<file path="src/design/assert_macros.svh">
// Assertion helpers
`ifndef ASSERT_MACROS_SVH
`define ASSERT_MACROS_SVH
`ifndef SYNTHESIS
`define ASSERT_IMPL(label, clk, rst_n, ante, cons) \
    label: assert property (@(posedge clk) disable iff (!rst_n) (ante) |-> (cons)) \
        else $error("assertion failed");
`define ASSERT_NEXT(label, clk, rst_n, ante, cons) \
    label: assert property (@(posedge clk) disable iff (!rst_n) (ante) |=> (cons)) \
        else $error("assertion failed");
`else
`define ASSERT_IMPL(label, clk, rst_n, ante, cons)
`define ASSERT_NEXT(label, clk, rst_n, ante, cons)
`endif
`endif

</file>
<file path="src/design/elln_pkg.sv">
`timescale 1ns / 1ps
package elln_pkg;
    localparam int EMBED_DIM   = 16;
    localparam int VOCAB_DEPTH = 1024;
    localparam int DIM_W       = $clog2(EMBED_DIM);
    localparam int ID_W        = $clog2(VOCAB_DEPTH);
    localparam int ADDR_W      = ID_W + DIM_W;
    localparam int CNT_W       = DIM_W + 1;
    localparam int SUM_W       = 32 + DIM_W;
    localparam int ROOT_W      = (SUM_W + 1) / 2;
    localparam int ROOT_STEPS  = ROOT_W;
    localparam int NUM_W       = 29;
    localparam int QUO_W       = NUM_W + 1;

    localparam logic CMD_WRITE  = 1'b0;
    localparam logic CMD_LOOKUP = 1'b1;

    localparam logic [1:0] REG_ENTRIES   = 2'd0;
    localparam logic [1:0] REG_NORMALIZE = 2'd1;

    typedef enum logic [2:0] {
        ST_IDLE,
        ST_SUM,
        ST_ROOT,
        ST_EMIT_RD,
        ST_DIV_INIT,
        ST_DIV,
        ST_OUT
    } state_t;

    typedef struct packed {
        logic clear_sum;
        logic acc_sum;
        logic root_start;
        logic root_step;
        logic div_start;
        logic div_step;
        logic load_out;
        logic [DIM_W-1:0] rd_idx;
    } ctrl_cmd_t;

    typedef struct packed {
        logic root_zero;
        logic div_done;
        logic root_done;
    } ctrl_stat_t;
endpackage

</file>
<file path="src/design/elln_ctrl.sv">
`timescale 1ns / 1ps
`include "assert_macros.svh"
module elln_ctrl
(
    input  logic clk,
    input  logic rst_n,
    input  logic start,
    input  logic do_norm,
    input  logic out_stall,
    input  logic out_full,
    input  elln_pkg::ctrl_stat_t stat,
    output elln_pkg::ctrl_cmd_t cmd,
    output logic busy,
    output logic norm_active
);
    elln_pkg::state_t state_reg, state_next;
    logic [elln_pkg::CNT_W-1:0] cnt_reg, cnt_next;
    logic norm_reg, norm_next;

    always_ff @(posedge clk or negedge rst_n)
    begin
        if (!rst_n)
        begin
            state_reg <= elln_pkg::ST_IDLE;
            cnt_reg   <= '0;
            norm_reg  <= 1'b0;
        end
        else
        begin
            state_reg <= state_next;
            cnt_reg   <= cnt_next;
            norm_reg  <= norm_next;
        end
    end

    assign busy        = (state_reg != elln_pkg::ST_IDLE);
    assign norm_active = norm_reg;

    // SUM: read cycle i then accumulate i-1; cnt runs 0..EMBED_DIM
    always_comb
    begin
        state_next = state_reg;
        cnt_next   = cnt_reg;
        norm_next  = norm_reg;
        cmd        = '0;
        cmd.rd_idx = cnt_reg[elln_pkg::DIM_W-1:0];
        unique case (state_reg)
            elln_pkg::ST_IDLE:
            begin
                cnt_next = '0;
                if (start)
                begin
                    norm_next     = do_norm;
                    cmd.clear_sum = 1'b1;
                    state_next    = do_norm ? elln_pkg::ST_SUM : elln_pkg::ST_EMIT_RD;
                end
            end
            elln_pkg::ST_SUM:
            begin
                cmd.acc_sum = (cnt_reg != '0);
                if (cnt_reg == elln_pkg::CNT_W'(elln_pkg::EMBED_DIM))
                begin
                    cnt_next       = '0;
                    cmd.root_start = 1'b1;
                    state_next     = elln_pkg::ST_ROOT;
                end
                else
                begin
                    cnt_next = cnt_reg + 1'b1;
                end
            end
            elln_pkg::ST_ROOT:
            begin
                cmd.root_step = 1'b1;
                if (stat.root_done)
                begin
                    cmd.root_step = 1'b0;
                    if (stat.root_zero)
                        norm_next = 1'b0;
                    state_next = elln_pkg::ST_EMIT_RD;
                end
            end
            elln_pkg::ST_EMIT_RD:
            begin
                if (!out_full)
                begin
                    if (norm_reg)
                        state_next = elln_pkg::ST_DIV_INIT;
                    else
                        state_next = elln_pkg::ST_OUT;
                end
            end
            // element read in EMIT_RD is now in the read register
            elln_pkg::ST_DIV_INIT:
            begin
                cmd.div_start = 1'b1;
                state_next    = elln_pkg::ST_DIV;
            end
            elln_pkg::ST_DIV:
            begin
                cmd.div_step = 1'b1;
                if (stat.div_done)
                begin
                    cmd.div_step = 1'b0;
                    state_next   = elln_pkg::ST_OUT;
                end
            end
            elln_pkg::ST_OUT:
            begin
                cmd.load_out = 1'b1;
                if (cnt_reg == elln_pkg::CNT_W'(elln_pkg::EMBED_DIM - 1))
                begin
                    cnt_next   = '0;
                    state_next = elln_pkg::ST_IDLE;
                end
                else
                begin
                    cnt_next   = cnt_reg + 1'b1;
                    state_next = elln_pkg::ST_EMIT_RD;
                end
            end
            default:
            begin
                state_next = elln_pkg::ST_IDLE;
            end
        endcase
    end

    `ASSERT_IMPL(a_start_idle, clk, rst_n, start, state_reg == elln_pkg::ST_IDLE)
    `ASSERT_IMPL(a_load_room, clk, rst_n, cmd.load_out, !out_full || !out_stall)
    `ASSERT_IMPL(a_cnt_range, clk, rst_n, busy, cnt_reg <= elln_pkg::CNT_W'(elln_pkg::EMBED_DIM))
endmodule

</file>
<file path="config.mk">
export PLATFORM = sky130hd
export DESIGN_NAME = elln_ctrl
export DESIGN_NICKNAME = d
export VERILOG_FILES = /design/src/design/elln_pkg.sv /design/src/design/elln_ctrl.sv
export VERILOG_INCLUDE_DIRS = /design/src /design/src/design
export SDC_FILE = /design/constraint.sdc
export NUM_CORES = 1
export LEC_CHECK = 0
export BUFFER_PORTS_ARGS = -buffer_cell sky130_fd_sc_hd__buf_2
export CAP_MARGIN = 10
export CORE_UTILIZATION = 53
export DETAILED_ROUTE_END_ITERATION = 8
export PLACE_DENSITY = 0.78
export SLEW_MARGIN = 20
export SYNTH_ARGS = -nofsm -noshare
export SYNTH_HDL_FRONTEND = slang
export SYNTH_SLANG_ARGS = --single-unit
</file>
<file path="constraint.sdc">
create_clock -name clk -period 2.7 [get_ports clk]
set_clock_uncertainty 0.15 [all_clocks]
set_input_delay 0.54 -clock clk [delete_from_list [all_inputs] [get_ports clk]]
set_output_delay 0.54 -clock clk [all_outputs]
set_load 0.005 [all_outputs]
</file>
==> qor.yml <==
grt_pass1_wl_um: 2690
drv_cap: 0
hold_violations: 0
vias_per_cell: 5.59
syn_nets: 96
coreArea_mm2: 0.00119
drt_iter0_drc: 18
dp.cells: 109
yosys_warnings: 0
max_slew.worst_pin.slew_ns: 0.577
crit_path_max_incr_delay_ns: 0.71
insertion_delay_ns: 0.27
max_freq_ghz: 0.436
regArea_um2: 225
drc_errors: 0
pwr-share-clk: 0.139
die_y_um: 38.7
cp_top_family: "flip-flops"
initial_core_util: 0.603
p_per_area_mw_per_mm2: 950
yosysSeqAreaShare: 0.315
reg2reg_to: "cnt_reg[2]"
gp_congestion: 0.733
outcome: "finished clean"
fin_nets: 114
crit_arrival_ns: 1.60
avgRoutedWirePerCell_um: 12.9
combPwrFrac: 0.457
gr-usage-met2: 0.363
intPower_uw: 423
fillers: 113
synth_flop_cell: "dfrtp_1"
rr_worst_depth: 8
cts-root-buf: "clkbuf_4"
final_cell_mix: "buf_2 (20), nand2_1 (11), inv_1 (9), dfrtp_1 (9), nand3_1 (6)"
antenna_found_initial: 0
die_area_mm2: 0.00150
hold_class: "in -> reg"
synth.avg_cell_area_um2: 8.62
grt_pass1_vias: 608
synth_area_leader_cell: "dfrtp_1"
setup_violations: 0
worstSetupPathType: "reg -> out"
worstPathMaxFanout: 19
async_flop_share: 1.00
fin_crit_ns: 2.29
antenna_cells: 0
grtUsageMet3: 0.104
grt.total_usage: 0.262
overflow: 0
crit_chain: "inv_1 -> nor4_1 -> buf_2"
yosys.cell_types.count: 32
drive_gt1_frac: 0.270
grt_max_degree: 20
largest_reg_flops: 5
cts_tree: "yes"
holdWs_ns: 0.368
min_period_over_period: 0.849
multi_input_area_um2: 404
synthToLayoutAreaGrowth_pct: 14.2
cp_slowest_cell: "dfrtp_1"
hpwl_um: 1040
netlist_area_um2: 716
instances_no_fill: 114
switching_share: 0.455
r2r_slack_ns: 0.72
use_met1: 0.379
final_util: 0.689
cts_setup_buffers: 0
place_area_um2: 781
power_frac_seq: 0.404
switchingPower_uw: 353
cts_buffers: 3
port_buffers: 20
ctsResizeCount: 0
synth_edf_count: 0
final_area_um2: 817
rsz0062_at_grt: "false"
clock-sinks: 9
power.leakage_nw: 0.400
fp.dieW_um: 38.7
peakVddDrop_uv: 520
hold_start: "do_norm"
tns_ns: 0
slew_viol_final: 0
final_common_cell: "buf_2"
ys_ff_latch: 9
syn_inst: 83
worstPathRequired_ns: 2.01
path_clk_slew_ns: 0.07
endpoint_kind: "primary output"
clockBufferDepth: 2
whs_path_depth: 2
holdBufCountCts: 1
num_rows: 12
firstDrtPassIters: 4
start_kind: "flop"
ant_nets: 0
wl_um: 1470
reg2reg_from: "cnt_reg[1]"
num_vias: 637
min_to: "norm_active"
critPathBufInv: 2
synth_top_area_share: 0.315
cts_max_level: 1
busiest_layer: "met1"
maxSlewHeadroom: 0.615
io_pins: 22
synthTopCellsByArea: "dfrtp_1 (31%), ha_1 (7.0%), nand2_1 (5.8%), buf_4 (5.2%), inv_1 (4.7%)"
==> cells in the mapped netlist, drive strengths merged, types with 2 or more instances <==
library cell,n
a21oi,2
a31oi,2
buf,8
dfrtp,9
ha,4
inv,9
nand2,11
nand3,6
nand3b,2
nor2,3
nor2b,2
nor3,3
nor3b,2
o21ai,5
==> worst reg2reg max path: cells and delay by family (launching register included) <==
family / cells / cell delay (ns)
adder cells (fa/ha/maj): 2 / 0.41
AND/OR/NAND/NOR: 1 / 0.11
AO/OA/AOI/OAI: 3 / 0.63
buffers and inverters: 2 / 0.14
flip-flops: 1 / 0.43
==> stage by stage <==
step                      worst slack [ns]  power, mW
after floorplan                      0.904      0.598
after global placement               0.733      0.657
after detailed placement             0.721      0.665
after CTS                            0.411      0.778
after global routing                 0.281      0.856
final                                0.408      0.776
==> power by group through the flow <==
| stage | clock network [mW] | logic, mW | registers [mW] |
|---|---|---|---|
| 3_3_place_gp | 0 | 0.344 | 0.313 |
| 3_5_place_dp | 0 | 0.353 | 0.313 |
| 5_1_grt | 0.118 | 0.410 | 0.328 |
| 6_report | 0.108 | 0.355 | 0.313 |
| 2_1_floorplan | 0 | 0.358 | 0.240 |
| 4_1_cts | 0.111 | 0.356 | 0.311 |
==> layer usage <==
layer	up-vias	share of wire	routed length, µm
met4	0	0	0
li1	325	-	-
met3	0	0.052	76
met5	-	0	0
met2	17	0.40	591
met1	295	0.55	802
==> worst max-delay path by stage <==
stage,from,endpoint,slack [ns],cells after the start
6_report,state_reg[1],cmd[7],0.41,3
5_1_grt,state_reg[1],cmd[4],0.28,3
4_1_cts,cnt_reg[0],cmd[8],0.41,5
3_5_place_dp,cnt_reg[0],cmd[8],0.72,5
3_3_place_gp,state_reg[1],cmd[4],0.73,3
2_1_floorplan,cnt_reg[0],cmd[8],0.90,4
==> kinds of logic (layout without fill, tap and decap cells) <==
group / after synthesis / count (layout) / share of synthesized area
adders and majority gates: 4 / 4 / 0.0699
muxes: 1 / 1 / 0.0140
and+or+nand+nor: 34 / 34 / 0.288
AOI/OAI and AO/OA: 17 / 17 / 0.180
DFF: 9 / 9 / 0.315
buffers and inverters: 17 / 34 / 0.121
xor gates and xnor gates: 1 / 1 / 0.0122
==> cell type report <==
type,count,area share
clock buffer,4,0.0322
inverter,9,0.0413
multi-input combinational,57,0.495
sequential,9,0.276
tap,14,0.0214
timing repair buffer,21,0.135
Power figures use the tool's default switching activity.
